### src/design/md5_hash_engine_assert.svh
// Assertion macros used by the engine top level.
`ifndef MD5_HASH_ENGINE_ASSERT_SVH
`define MD5_HASH_ENGINE_ASSERT_SVH

// Check cons in the same cycle as ante.
`define MD5_ASSERT_NOW(lbl, ante, cons, msg) \
  lbl: assert property (@(posedge clk_i) disable iff (!rst_ni) (ante) |-> (cons)) \
    else $error(msg);

// Check cons in the cycle after ante.
`define MD5_ASSERT_NEXT(lbl, ante, cons, msg) \
  lbl: assert property (@(posedge clk_i) disable iff (!rst_ni) (ante) |=> (cons)) \
    else $error(msg);

`endif

### src/design/md5_pkg.sv
// Package: MD5 types, initial values and round tables.
package md5_pkg;

  typedef logic [31:0] word_t;

  localparam word_t InitA = 32'h67452301;
  localparam word_t InitB = 32'hEFCDAB89;
  localparam word_t InitC = 32'h98BADCFE;
  localparam word_t InitD = 32'h10325476;

  localparam int unsigned BlockWords = 16;
  localparam int unsigned WordAddrW  = $clog2(BlockWords);

  localparam logic [7:0] PadMarker = 8'h80;

  localparam word_t RoundConst [64] = '{
    32'hd76aa478, 32'he8c7b756, 32'h242070db, 32'hc1bdceee,
    32'hf57c0faf, 32'h4787c62a, 32'ha8304613, 32'hfd469501,
    32'h698098d8, 32'h8b44f7af, 32'hffff5bb1, 32'h895cd7be,
    32'h6b901122, 32'hfd987193, 32'ha679438e, 32'h49b40821,
    32'hf61e2562, 32'hc040b340, 32'h265e5a51, 32'he9b6c7aa,
    32'hd62f105d, 32'h02441453, 32'hd8a1e681, 32'he7d3fbc8,
    32'h21e1cde6, 32'hc33707d6, 32'hf4d50d87, 32'h455a14ed,
    32'ha9e3e905, 32'hfcefa3f8, 32'h676f02d9, 32'h8d2a4c8a,
    32'hfffa3942, 32'h8771f681, 32'h6d9d6122, 32'hfde5380c,
    32'ha4beea44, 32'h4bdecfa9, 32'hf6bb4b60, 32'hbebfbc70,
    32'h289b7ec6, 32'heaa127fa, 32'hd4ef3085, 32'h04881d05,
    32'hd9d4d039, 32'he6db99e5, 32'h1fa27cf8, 32'hc4ac5665,
    32'hf4292244, 32'h432aff97, 32'hab9423a7, 32'hfc93a039,
    32'h655b59c3, 32'h8f0ccc92, 32'hffeff47d, 32'h85845dd1,
    32'h6fa87e4f, 32'hfe2ce6e0, 32'ha3014314, 32'h4e0811a1,
    32'hf7537e82, 32'hbd3af235, 32'h2ad7d2bb, 32'heb86d391
  };

  localparam logic [4:0] RotAmount [16] = '{
    5'd7, 5'd12, 5'd17, 5'd22, 5'd5, 5'd9, 5'd14, 5'd20,
    5'd4, 5'd11, 5'd16, 5'd23, 5'd6, 5'd10, 5'd15, 5'd21
  };

  function automatic logic [WordAddrW-1:0] msg_index(input logic [5:0] rnd);
    logic [WordAddrW-1:0] idx;
    case (rnd[5:4])
      2'd0:    idx = rnd[3:0];
      2'd1:    idx = WordAddrW'(rnd[3:0] * 4'd5 + 4'd1);
      2'd2:    idx = WordAddrW'(rnd[3:0] * 4'd3 + 4'd5);
      default: idx = WordAddrW'(rnd[3:0] * 4'd7);
    endcase
    return idx;
  endfunction

  function automatic logic [4:0] rot_amount(input logic [5:0] rnd);
    return RotAmount[{rnd[5:4], rnd[1:0]}];
  endfunction

endpackage

### src/design/md5_in_if.sv
// Interface: message byte channel.
interface md5_in_if;
  logic       valid;
  logic       ready;
  logic [7:0] data_byte;
  logic       has_byte;
  logic       last;

  modport source (output valid, output data_byte, output has_byte, output last,
                  input ready);
  modport sink (input valid, input data_byte, input has_byte, input last,
                output ready);
endinterface

### src/design/md5_out_if.sv
// Interface: digest channel.
interface md5_out_if;
  logic        valid;
  logic        ready;
  logic [31:0] digest_word_a;
  logic [31:0] digest_word_b;
  logic [31:0] digest_word_c;
  logic [31:0] digest_word_d;

  modport source (output valid, output digest_word_a, output digest_word_b,
                  output digest_word_c, output digest_word_d, input ready);
  modport sink (input valid, input digest_word_a, input digest_word_b,
                input digest_word_c, input digest_word_d, output ready);
endinterface

### src/design/md5_ram.sv
// Generic simple dual-port RAM with registered read.
module md5_ram #(
  parameter int unsigned Width = 32,
  parameter int unsigned Depth = 16
) (
  input  logic                     clk_i,
  input  logic                     we_i,
  input  logic [$clog2(Depth)-1:0] waddr_i,
  input  logic [Width-1:0]         wdata_i,
  input  logic [$clog2(Depth)-1:0] raddr_i,
  output logic [Width-1:0]         rdata_o
);

  logic [Width-1:0] mem_q [Depth];
  logic [Width-1:0] rdata_q;

  always_ff @(posedge clk_i) begin
    if (we_i) begin
      mem_q[waddr_i] <= wdata_i;
    end
    rdata_q <= mem_q[raddr_i];
  end

  assign rdata_o = rdata_q;

endmodule

### src/design/md5_hash_engine.sv
// Top level: streaming MD5 engine with the message block held in a word RAM.
// A byte that does not complete a block is taken while idle; a completed block
// holds off input through one RAM read-ahead, 64 rounds on the shared round unit, one fold.
// Finishing writes up to 16 padding words, compresses one or two blocks, then emits.
// Sustained throughput is set by the round loop over the RAM port, which holds off input.
// Reset clears counters, length and chaining to the MD5 initial values; RAM keeps no reset.
`include "md5_hash_engine_assert.svh"

module md5_hash_engine (
  input  logic      clk_i,
  input  logic      rst_ni,
  md5_in_if.sink    in_i,
  md5_out_if.source out_o
);

  typedef enum logic [2:0] {
    ST_IDLE,
    ST_PAD,
    ST_LOAD,
    ST_ROUND,
    ST_FOLD,
    ST_EMIT
  } state_e;

  state_e                            state_q;
  logic [5:0]                        cnt_q;
  logic [63:0]                       bits_q;
  md5_pkg::word_t                    acc_q;
  md5_pkg::word_t                    h_q [4];
  md5_pkg::word_t                    va_q, vb_q, vc_q, vd_q;
  logic [5:0]                        rnd_q;
  logic [md5_pkg::WordAddrW-1:0]     wi_q;
  logic                              fin_q;
  logic                              mark_q;
  logic                              two_q;
  md5_pkg::word_t                    dig_q [4];
  logic                              out_vld_q;

  logic                              in_xfer;
  logic                              out_xfer;
  logic [1:0]                        lane;
  logic [5:0]                        cnt_inc;
  md5_pkg::word_t                    acc_new;
  md5_pkg::word_t                    mark_word;
  md5_pkg::word_t                    pad_word;
  logic                              ram_we;
  logic [md5_pkg::WordAddrW-1:0]     ram_waddr;
  md5_pkg::word_t                    ram_wdata;
  logic [md5_pkg::WordAddrW-1:0]     ram_raddr;
  md5_pkg::word_t                    ram_rdata;
  md5_pkg::word_t                    f_val;
  md5_pkg::word_t                    t_val;
  logic [63:0]                       rot_val;
  md5_pkg::word_t                    b_new;

  assign in_i.ready = (state_q == ST_IDLE);
  assign in_xfer    = in_i.valid && in_i.ready;
  assign out_xfer   = out_o.valid && out_o.ready;

  assign out_o.valid         = out_vld_q;
  assign out_o.digest_word_a = dig_q[0];
  assign out_o.digest_word_b = dig_q[1];
  assign out_o.digest_word_c = dig_q[2];
  assign out_o.digest_word_d = dig_q[3];

  assign lane    = cnt_q[1:0];
  assign cnt_inc = in_i.has_byte ? 6'(cnt_q + 6'd1) : cnt_q;

  always_comb begin
    acc_new = acc_q;
    acc_new[8*lane +: 8] = in_i.data_byte;
  end

  always_comb begin
    for (int j = 0; j < 4; j++) begin
      if (2'(j) < lane) begin
        mark_word[8*j +: 8] = acc_q[8*j +: 8];
      end else if (2'(j) == lane) begin
        mark_word[8*j +: 8] = md5_pkg::PadMarker;
      end else begin
        mark_word[8*j +: 8] = 8'h00;
      end
    end
  end

  always_comb begin
    if (mark_q) begin
      pad_word = mark_word;
    end else if (!two_q && (wi_q == md5_pkg::WordAddrW'(14))) begin
      pad_word = bits_q[31:0];
    end else if (!two_q && (wi_q == md5_pkg::WordAddrW'(15))) begin
      pad_word = bits_q[63:32];
    end else begin
      pad_word = '0;
    end
  end

  assign ram_we    = (state_q == ST_PAD) || (in_xfer && in_i.has_byte && (lane == 2'd3));
  assign ram_waddr = (state_q == ST_PAD) ? wi_q : cnt_q[5:2];
  assign ram_wdata = (state_q == ST_PAD) ? pad_word : acc_new;
  assign ram_raddr = md5_pkg::msg_index((state_q == ST_ROUND) ? 6'(rnd_q + 6'd1) : 6'd0);

  md5_ram #(
    .Width (32),
    .Depth (md5_pkg::BlockWords)
  ) u_block_ram (
    .clk_i   (clk_i),
    .we_i    (ram_we),
    .waddr_i (ram_waddr),
    .wdata_i (ram_wdata),
    .raddr_i (ram_raddr),
    .rdata_o (ram_rdata)
  );

  always_comb begin
    case (rnd_q[5:4])
      2'd0:    f_val = (vb_q & vc_q) | (~vb_q & vd_q);
      2'd1:    f_val = (vb_q & vd_q) | (vc_q & ~vd_q);
      2'd2:    f_val = vb_q ^ vc_q ^ vd_q;
      default: f_val = vc_q ^ (vb_q | ~vd_q);
    endcase
    t_val   = va_q + f_val + ram_rdata + md5_pkg::RoundConst[rnd_q];
    rot_val = {t_val, t_val} << md5_pkg::rot_amount(rnd_q);
    b_new   = vb_q + rot_val[63:32];
  end

  always_ff @(posedge clk_i or negedge rst_ni) begin
    if (!rst_ni) begin
      state_q   <= ST_IDLE;
      cnt_q     <= '0;
      bits_q    <= '0;
      acc_q     <= '0;
      h_q[0]    <= md5_pkg::InitA;
      h_q[1]    <= md5_pkg::InitB;
      h_q[2]    <= md5_pkg::InitC;
      h_q[3]    <= md5_pkg::InitD;
      va_q      <= '0;
      vb_q      <= '0;
      vc_q      <= '0;
      vd_q      <= '0;
      rnd_q     <= '0;
      wi_q      <= '0;
      fin_q     <= 1'b0;
      mark_q    <= 1'b0;
      two_q     <= 1'b0;
      dig_q     <= '{default: '0};
      out_vld_q <= 1'b0;
    end else begin
      if (out_xfer && (state_q != ST_EMIT)) begin
        out_vld_q <= 1'b0;
      end
      case (state_q)
        ST_IDLE: begin
          if (in_xfer) begin
            fin_q  <= in_i.last;
            mark_q <= 1'b1;
            wi_q   <= cnt_inc[5:2];
            two_q  <= (cnt_inc >= 6'd56);
            if (in_i.has_byte) begin
              cnt_q  <= cnt_inc;
              bits_q <= bits_q + 64'd8;
              acc_q  <= acc_new;
            end
            if (in_i.has_byte && (cnt_q == 6'd63)) begin
              state_q <= ST_LOAD;
            end else if (in_i.last) begin
              state_q <= ST_PAD;
            end
          end
        end
        ST_PAD: begin
          mark_q <= 1'b0;
          wi_q   <= md5_pkg::WordAddrW'(wi_q + 1'b1);
          if (wi_q == md5_pkg::WordAddrW'(15)) begin
            state_q <= ST_LOAD;
          end
        end
        ST_LOAD: begin
          va_q    <= h_q[0];
          vb_q    <= h_q[1];
          vc_q    <= h_q[2];
          vd_q    <= h_q[3];
          rnd_q   <= '0;
          state_q <= ST_ROUND;
        end
        ST_ROUND: begin
          va_q  <= vd_q;
          vd_q  <= vc_q;
          vc_q  <= vb_q;
          vb_q  <= b_new;
          rnd_q <= 6'(rnd_q + 6'd1);
          if (rnd_q == 6'd63) begin
            state_q <= ST_FOLD;
          end
        end
        ST_FOLD: begin
          h_q[0] <= h_q[0] + va_q;
          h_q[1] <= h_q[1] + vb_q;
          h_q[2] <= h_q[2] + vc_q;
          h_q[3] <= h_q[3] + vd_q;
          wi_q   <= '0;
          if (!fin_q) begin
            state_q <= ST_IDLE;
          end else if (mark_q || two_q) begin
            two_q   <= 1'b0;
            state_q <= ST_PAD;
          end else begin
            state_q <= ST_EMIT;
          end
        end
        ST_EMIT: begin
          if (!out_vld_q || out_o.ready) begin
            dig_q     <= h_q;
            out_vld_q <= 1'b1;
            h_q[0]    <= md5_pkg::InitA;
            h_q[1]    <= md5_pkg::InitB;
            h_q[2]    <= md5_pkg::InitC;
            h_q[3]    <= md5_pkg::InitD;
            cnt_q     <= '0;
            bits_q    <= '0;
            fin_q     <= 1'b0;
            state_q   <= ST_IDLE;
          end
        end
        default: begin
          state_q <= ST_IDLE;
        end
      endcase
    end
  end

  `MD5_ASSERT_NOW(a_no_write_in_rounds, state_q == ST_ROUND, !ram_we,
                  "block RAM written during rounds")
  `MD5_ASSERT_NEXT(a_full_block_loads,
                   in_xfer && in_i.has_byte && (cnt_q == 6'd63),
                   state_q == ST_LOAD && cnt_q == 6'd0,
                   "full block did not start compression")
  `MD5_ASSERT_NOW(a_fold_after_last_round, state_q == ST_FOLD, rnd_q == 6'd0,
                  "fold reached without all rounds")
  `MD5_ASSERT_NOW(a_emit_restarts, $rose(out_vld_q),
                  state_q == ST_IDLE && cnt_q == 6'd0 && bits_q == 64'd0,
                  "digest emitted without message restart")

endmodule
### src/flat_wrapper.sv
// flat-port wrapper written by rule: the top's interface ports become plain ports
module md5_hash_engine_flat 
  (clk_i, rst_ni, in_i_valid, in_i_data_byte, in_i_has_byte, in_i_last, in_i_ready, out_o_valid, out_o_digest_word_a, out_o_digest_word_b, out_o_digest_word_c, out_o_digest_word_d, out_o_ready);
  md5_in_if in_i_i ();
  md5_out_if out_o_i ();
  input  logic clk_i;
  input  logic rst_ni;
  input wire logic [$bits(in_i_i.valid)-1:0] in_i_valid;
  input wire logic [$bits(in_i_i.data_byte)-1:0] in_i_data_byte;
  input wire logic [$bits(in_i_i.has_byte)-1:0] in_i_has_byte;
  input wire logic [$bits(in_i_i.last)-1:0] in_i_last;
  output wire logic [$bits(in_i_i.ready)-1:0] in_i_ready;
  output wire logic [$bits(out_o_i.valid)-1:0] out_o_valid;
  output wire logic [$bits(out_o_i.digest_word_a)-1:0] out_o_digest_word_a;
  output wire logic [$bits(out_o_i.digest_word_b)-1:0] out_o_digest_word_b;
  output wire logic [$bits(out_o_i.digest_word_c)-1:0] out_o_digest_word_c;
  output wire logic [$bits(out_o_i.digest_word_d)-1:0] out_o_digest_word_d;
  input wire logic [$bits(out_o_i.ready)-1:0] out_o_ready;
  assign in_i_i.valid = in_i_valid;
  assign in_i_i.data_byte = in_i_data_byte;
  assign in_i_i.has_byte = in_i_has_byte;
  assign in_i_i.last = in_i_last;
  assign in_i_ready = in_i_i.ready;
  assign out_o_valid = out_o_i.valid;
  assign out_o_digest_word_a = out_o_i.digest_word_a;
  assign out_o_digest_word_b = out_o_i.digest_word_b;
  assign out_o_digest_word_c = out_o_i.digest_word_c;
  assign out_o_digest_word_d = out_o_i.digest_word_d;
  assign out_o_i.ready = out_o_ready;
  md5_hash_engine u_core (.clk_i(clk_i), .rst_ni(rst_ni), .in_i(in_i_i), .out_o(out_o_i));
endmodule
### config.mk
export PLATFORM = sky130hd
export DESIGN_NAME = md5_hash_engine_flat
export DESIGN_NICKNAME = d
export VERILOG_FILES = /design/src/design/md5_pkg.sv /design/src/design/md5_in_if.sv /design/src/design/md5_out_if.sv /design/src/design/md5_ram.sv /design/src/design/md5_hash_engine.sv /design/src/flat_wrapper.sv
export VERILOG_INCLUDE_DIRS = /design/src /design/src/design
export SDC_FILE = /design/constraint.sdc
export NUM_CORES = 2
export LEC_CHECK = 0
export BUFFER_PORTS_ARGS = -buffer_cell sky130_fd_sc_hd__buf_2
export CAP_MARGIN = 15
export CORE_ASPECT_RATIO = 1.25
export CORE_MARGIN = 10
export CORE_UTILIZATION = 45
export CTS_CLUSTER_DIAMETER = 50
export DETAILED_ROUTE_END_ITERATION = 7
export SYNTH_ARGS = -nofsm -noshare
export SYNTH_HDL_FRONTEND = slang
export SYNTH_SLANG_ARGS = --single-unit
### constraint.sdc
create_clock -name clk_i -period 11.16 [get_ports clk_i]
set_clock_uncertainty 0.2 [all_clocks]
set_input_delay 2.232 -clock clk_i [delete_from_list [all_inputs] [get_ports clk_i]]
set_output_delay 2.232 -clock clk_i [all_outputs]
set_load 0.01 [all_outputs]
# ---- After elaboration in Yosys (flattened, before gate mapping)
# Memories as Yosys holds them, arrays and structs flattened. A register that Yosys moved wholly into a read port is not among the register bits.
# Index checks and enable logic that the tools add are counted.
dict set report totals {
  out_inout_bits 130
  ram_bits 512
  mem_bits_ro 2128
  reg_bits 503
  latch_bits 0
  elab_cells 187
  memories 3
}
# name words width rd rd_ports_with_merged_regs wr line
set mem_list {}
lappend mem_list {{(name not given)} 64 32 1 0 0 md5_hash_engine.sv:122} ;# t_val = va_q + f_val + ram_rdata + md5_pkg::RoundConst[rnd_q];
lappend mem_list {u_core.u_block_ram.mem_q 16 32 1 1 1 md5_ram.sv:14} ;# logic [Width-1:0] mem_q [Depth];
lappend mem_list {{(name not given)} 16 5 1 0 0 md5_pkg.sv:52} ;# return RotAmount[{rnd[5:4], rnd[1:0]}];
dict set report classes {
  n_mux 62
  div_mod_pow 0
  n_addsub 15
  n_bitwise 14
  n_eq_ne 26
  n_shift 3
  magnitude_cmp 7
  mul 3
  n_reduce_logical 32
}
# cell count
set op_table {}
lappend op_table {{32-bit adder} 8}
lappend op_table {{128-bit case mux with 2 select lines} 1}
lappend op_table {{32-bit case mux with 2 select lines} 4}
lappend op_table {{32-bit two-way mux} 6}
lappend op_table {{64-bit two-way mux} 3}
lappend op_table {{32-bit AND} 4}
lappend op_table {{128-bit two-way mux} 1}
lappend op_table {{64-bit case mux with 2 select lines} 1}
lappend op_table {{32-bit OR} 3}
lappend op_table {{32-bit case mux with 3 select lines} 1}
lappend op_table {{32-bit bitwise XOR} 3}
lappend op_table {{64-bit by 4-bit adder with 64-bit output (second input constant)} 1}
lappend op_table {{8-bit two-way mux} 8}
lappend op_table {{32-bit NOT} 2}
lappend op_table {{64-bit by 5-bit << shifter with 64-bit output} 1}
lappend op_table {{5-bit negation with 34-bit output} 1}
lappend op_table {{8-bit by 34-bit variable shift with 32-bit output (first input constant)} 1}
lappend op_table {{8-bit by 34-bit indexed part select with 32-bit output} 1}
lappend op_table {{32-bit bitwise mux} 1}
lappend op_table {{6-bit two-way mux} 5}
lappend op_table {{3-bit two-way mux} 8}
lappend op_table {{4-bit case mux with 3 select lines} 2}
lappend op_table {{6-bit case mux with 2 select lines} 2}
lappend op_table {{3-bit case mux with 6 select lines} 1}
lappend op_table {{other kinds (39)} 93}

# ---- Depth between registers and ports, before layout
dict set report depth {
  ltp_word 10
  ltp_mapped 43
  ltp_nobuf 40
}

# ---- By module
# Synthesis repeated with hierarchy kept, for this count alone.
dict set report hier_totals {
  hier_cells 5705
  hier_area_um2 59303.1
}
# mod area_each_um2 seq_area_each_um2 instances cells_per_inst
set by_module_without_submodules {}
lappend by_module_without_submodules {md5_hash_engine 39467.9 12592.1 1 4867}
lappend by_module_without_submodules {md5_ram 19835.3 16015.4 1 838}

# ---- Least setup slack after synthesis
# No wires, ideal clock.
dict set report synth_timing {
  kind {register to register}
  startpoint {reg u_core.rnd_q[1]}
  endpoint {reg u_core.vb_q[30]}
  synth_period_minus_slack_ps 9325
  stages_incl_launch_ff 39
  path_buffers 1
  required_ps 10823
  arrival_time_ps 8988
  slack_ps 1835
  path_cell_list {dfrtp_1 -> clkinv_1 -> ha_1 -> clkbuf_1 -> nand2_1 -> nand2_1 -> mux2i_1 -> mux4_2 -> fa_1 -> inv_1 -> fa_1 -> inv_1 -> ha_1 -> and3_1 -> and2_1 -> and3_1 -> or2_2 -> or3_1 -> [... 3 more ...] -> nand2_1 -> o21ai_0 -> o21ai_0 -> mux2i_1 -> ha_1 -> fa_1 -> a21o_1 -> a21o_1 -> a2111oi_0 -> o31ai_1 -> o21bai_1 -> o211ai_1 -> and3_1 -> a221oi_1 -> o211ai_1 -> a21oi_1 -> xor2_1 -> o22ai_1}
}
dict set report synth_via {
  elab_chain_len 8
  word_cells_on_any_way 12
  classes_between {2 x add/sub; 1 x shift; 5 x mux; 2 x bitwise; 2 x memory}
}
# element line
set synth_rtl {}
lappend synth_rtl {{start, declared} md5_hash_engine.sv:31} ;# logic [5:0] rnd_q;
lappend synth_rtl {{start signal, assigned} md5_hash_engine.sv:191} ;# rnd_q <= 6'(rnd_q + 6'd1);
lappend synth_rtl {{6-bit NOT with 7-bit output (not written as such)} md5_hash_engine.sv:122}
lappend synth_rtl {{memory 64 x 32 bit} --}
lappend synth_rtl {{32-bit two-way mux (not written as such) (2 in a row)} md5_hash_engine.sv:122}
lappend synth_rtl {{32-bit adder} md5_hash_engine.sv:122}
lappend synth_rtl {{64-bit by 5-bit << shifter with 64-bit output *} md5_hash_engine.sv:123} ;# rot_val = {t_val, t_val} << md5_pkg::rot_amount(rnd_q);
lappend synth_rtl {{32-bit adder *} md5_hash_engine.sv:124} ;# b_new = vb_q + rot_val[63:32];
lappend synth_rtl {{32-bit case mux with 2 select lines *} md5_hash_engine.sv:152} ;# case (state_q)
lappend synth_rtl {{end signal, assigned} md5_hash_engine.sv:180} ;# vb_q <= h_q[1];
lappend synth_rtl {{end signal, assigned} md5_hash_engine.sv:190} ;# vb_q <= b_new;
lappend synth_rtl {{end, declared} md5_hash_engine.sv:30} ;# md5_pkg::word_t va_q, vb_q, vc_q, vd_q;
# Mark *: on every way between the ends. The rest lies on a longest branch, timed or not. The select of a mux whose other input is x is not followed.
# A chain may end at the register's enable or synchronous reset.

# ---- Worst setup path in the final report
dict set report layout_timing {
  startpoint {reg u_core.rnd_q[2]}
  endpoint {reg u_core.vb_q[30]}
}
dict set report layout_via {
  elab_chain_len 8
}
# element line
set layout_rtl {}
lappend layout_rtl {{6-bit NOT with 7-bit output (not written as such)} md5_hash_engine.sv:122}
lappend layout_rtl {{memory 64 x 32 bit} --}
lappend layout_rtl {{32-bit two-way mux (not written as such) (2 in a row)} md5_hash_engine.sv:122}
lappend layout_rtl {{32-bit adder} md5_hash_engine.sv:122}
lappend layout_rtl {{64-bit by 5-bit << shifter with 64-bit output} md5_hash_engine.sv:123}
lappend layout_rtl {{32-bit adder} md5_hash_engine.sv:124}
lappend layout_rtl {{32-bit case mux with 2 select lines} md5_hash_engine.sv:152}
# Every way passes these cells. The select of a mux whose other input is x is not followed.

==> run metrics <==
total routed wirelength 201,300 um; Post-CTS Hold Buffers 0; max reg flops 512; FF+latch count, synth approximately 1,000; fin nets 6,121; syn_area_per_cell 10.39 um2; largest fanout on the critical path 23; site row count 149; CTS Buffer Depth 3; H-tree depth 3; Synth Flop Type edfxtp_1; largest net degree at the start of global routing 171; die area between 100,000 and 150,000 um2; Non-Filler Instances roughly 7,700; max-slew violations 0; antenna viol nets, final 0; Async SR Flop Fraction 47.89%; placed wire-length estimate 141,700 um; global-route wire length before repair just under 300,000 um; VDD IR max 0.1507 mV; final hold slack 0.2663 ns; CP peak stage delay 0.71 ns; Largest regs u_core.u_block_ram.mem_q x512, u_core.h_q x128, u_core.bits_q x61; Unique masters post-synth 100; Post-Syn Instances roughly 5,800; run status completed; routed via count 46,150; final setup fails 0; GRT Util Overall a little over a quarter; synthesized cell area 60,040 um2; Area Overhead vs Synth 11.59%; Die H 428.4 um; Worst-Skew Late Latency 0.75 ns; Hold WC Path Type reg -> reg; Pleak between 20 and 30 nW; Post-synth EDFFs ~510; Post-Syn Nets 6,088; post-CTS setup buffers 0; core box area 132,200 um2; minimum clock period 10.43 ns; root buffer cell clkbuf_16; Residual DRC 0; post_cts resized 0; cell count after placement ~7,400; post-synthesis sequential area ratio 47.65%; final hold vios 0; share of cells above drive strength 1 13.56%; number of global-route vias before repair 44,740; Startpoint Class register; kind of critical path reg -> reg; CTS tree done; Max Cap Viol 0; initial core utilization 45.42%; routability cong. ~1; Pwr per Cell Area 120.7 nW/um2; Buffers on Ports 143; Die W 346.7 um; Ys Warns 0; clk slew on worst S/H paths 0.06 ns; CTS Buf Count 115; initial drt markers a little over 4,000; Largest Register u_core.u_block_ram.mem_q; vias per cell 6.030; Slew @ Worst Pin 1.233 ns; Tcrit/Tclk final 93.50%; worst path required time 11.55 ns; Slew headroom roughly 17%; FMAX between 0.09 and 0.1 GHz; DR WL/cell approximately 26 um; Pre-antenna DRT Iters 7; Worst setup EP type register; Arrival @ worst endpoint 10.83 ns; slowest CP cell a221oi_1; initial antenna violation count 4; RSZ-0062 raised after global routing false; # IOs between 100 and 150; Sink Count 1,044; setup TNS 0 ns; global route overflow 0
-- routing by layer --
layer / vias up / track usage (%) / routed length [um]
met3: 445 / 3.521 / 11830
met5: - / 0 / 13
met1: 22990 / 32.34 / 79040
met4: 2 / 14.59 / 12640
met2: 1633 / 44.64 / 97740
li1: 21080 / - / -
-- Yosys cell counts, types with 80 or more instances --
master      n  area, um2
inv_1     251      942.2
a31oi_1    80      500.5
nor2_1    331       1242
clkbuf_1  275       1032
a21oi_1   396       1982
mux2i_1   224       2242
ha_1      224       2803
dfrtp_1   436      10910
xnor2_1   107      937.2
mux4_2    137       3085
nand3_1   139      695.7
o21ai_0   415       2077
edfxtp_1  512      15370
xor2_1    152       1331
a21o_1     88      660.6
nand2_1   844       3168
-- cell type report --
type	instances	area, um2
well taps	1736	2172
multi-input cells	4129	29410
clock inverters	74	902.1
clock buffers	145	3161
repair buffers	268	1764
inverters	256	960.9
diodes	2	5.005
fillers	11840	65180
flip-flops and latches	1044	28620
-- critical path, delay by kind of cell, from the launching register on --
kind	cells	cell delay, ns
compound gates	18	4.46
xor+xnor	2	0.40
fa+ha+maj	5	1.86
buf+inv	4	0.97
flops	1	0.42
mux	3	0.48
simple gates	5	1.50
-- per-stage QoR --
stage	power (mW)	setup WS, ns	instance area (um2)	utilization [%]
CTS	8.155	0.9349	66980	50.68
finish	8.085	0.7253	66990	50.68
global placement	4.166	1.112	62920	47.60
detailed placement	4.167	0.9929	62920	47.60
global route	8.310	0.2591	66990	50.68
floorplan	4.110	1.835	60040	-
-- placed cells by master (no fill, tap or decap), types with 26 or more instances in the layout --
cell         n
xor2_1     151
o21ai_0    409
mux4_2     137
a21o_1      88
and3_1      49
o31ai_1     33
maj3_1      30
nand2_1    843
a21oi_1    395
dfstp_2     64
nor2b_1     63
buf_4      117
nand3_1    138
dfrtp_1    431
clkbuf_16  115
a211oi_1    76
a31oi_1     79
edfxtp_1   512
a22oi_1     49
nor2_1     314
inv_1      251
a22o_1      29
o22a_1      33
buf_2      142
nor3_1      76
o221a_2     29
or3_1       27
mux2_2      26
o21a_1      32
nand2b_1    36
ha_1       224
nand4_1     29
xnor2_1    105
fa_1        69
mux2i_1    223
dfxtp_1     32
-- final timing paths --
path / startpoint / end / slack (ns) / depth (start not counted)
worst max-delay path: u_core.rnd_q[2]$_DFFE_PN0P_ / u_core.vb_q[30]$_DFFE_PN0P_ / 0.73 / 37
worst min-delay path: u_core.out_o.digest_word_d[21]$_DFFE_PN0P_ / u_core.out_o.digest_word_d[21]$_DFFE_PN0P_ / 0.27 / 2
worst max register to register: u_core.rnd_q[2]$_DFFE_PN0P_ / u_core.vb_q[30]$_DFFE_PN0P_ / 0.73 / 37
worst min register to register: u_core.out_o.digest_word_d[21]$_DFFE_PN0P_ / u_core.out_o.digest_word_d[21]$_DFFE_PN0P_ / 0.27 / 2
max in group asynchronous: rst_ni / u_core.acc_q[21]$_DFFE_PN0P_ / 7.16 / 3
min in group asynchronous: rst_ni / u_core.out_o.digest_word_d[26]$_DFFE_PN0P_ / 1.26 / 1
-- power by group --
part	switching, mW	internal (mW)	leakage (nW)
Clock	1.68	2.32	1.98
Combinational	0.0569	0.00897	15.0
Sequential	0.00117	4.02	10.6
Total	1.74	6.35	27.7
-- cells by family after synthesis --
logic type | count (synthesis) | synth area share [%]
buffers and inverters | 608 | 3.885
adder cells (fa/ha/maj) | 323 | 7.469
AND/OR/NAND/NOR | 1687 | 12.39
XOR/XNOR | 259 | 3.778
flip-flops | 1044 | 47.65
AO/OA/AOI/OAI | 1472 | 15.45
multiplexers | 388 | 9.380
No activity file was read; power rests on OpenSTA's default activity.
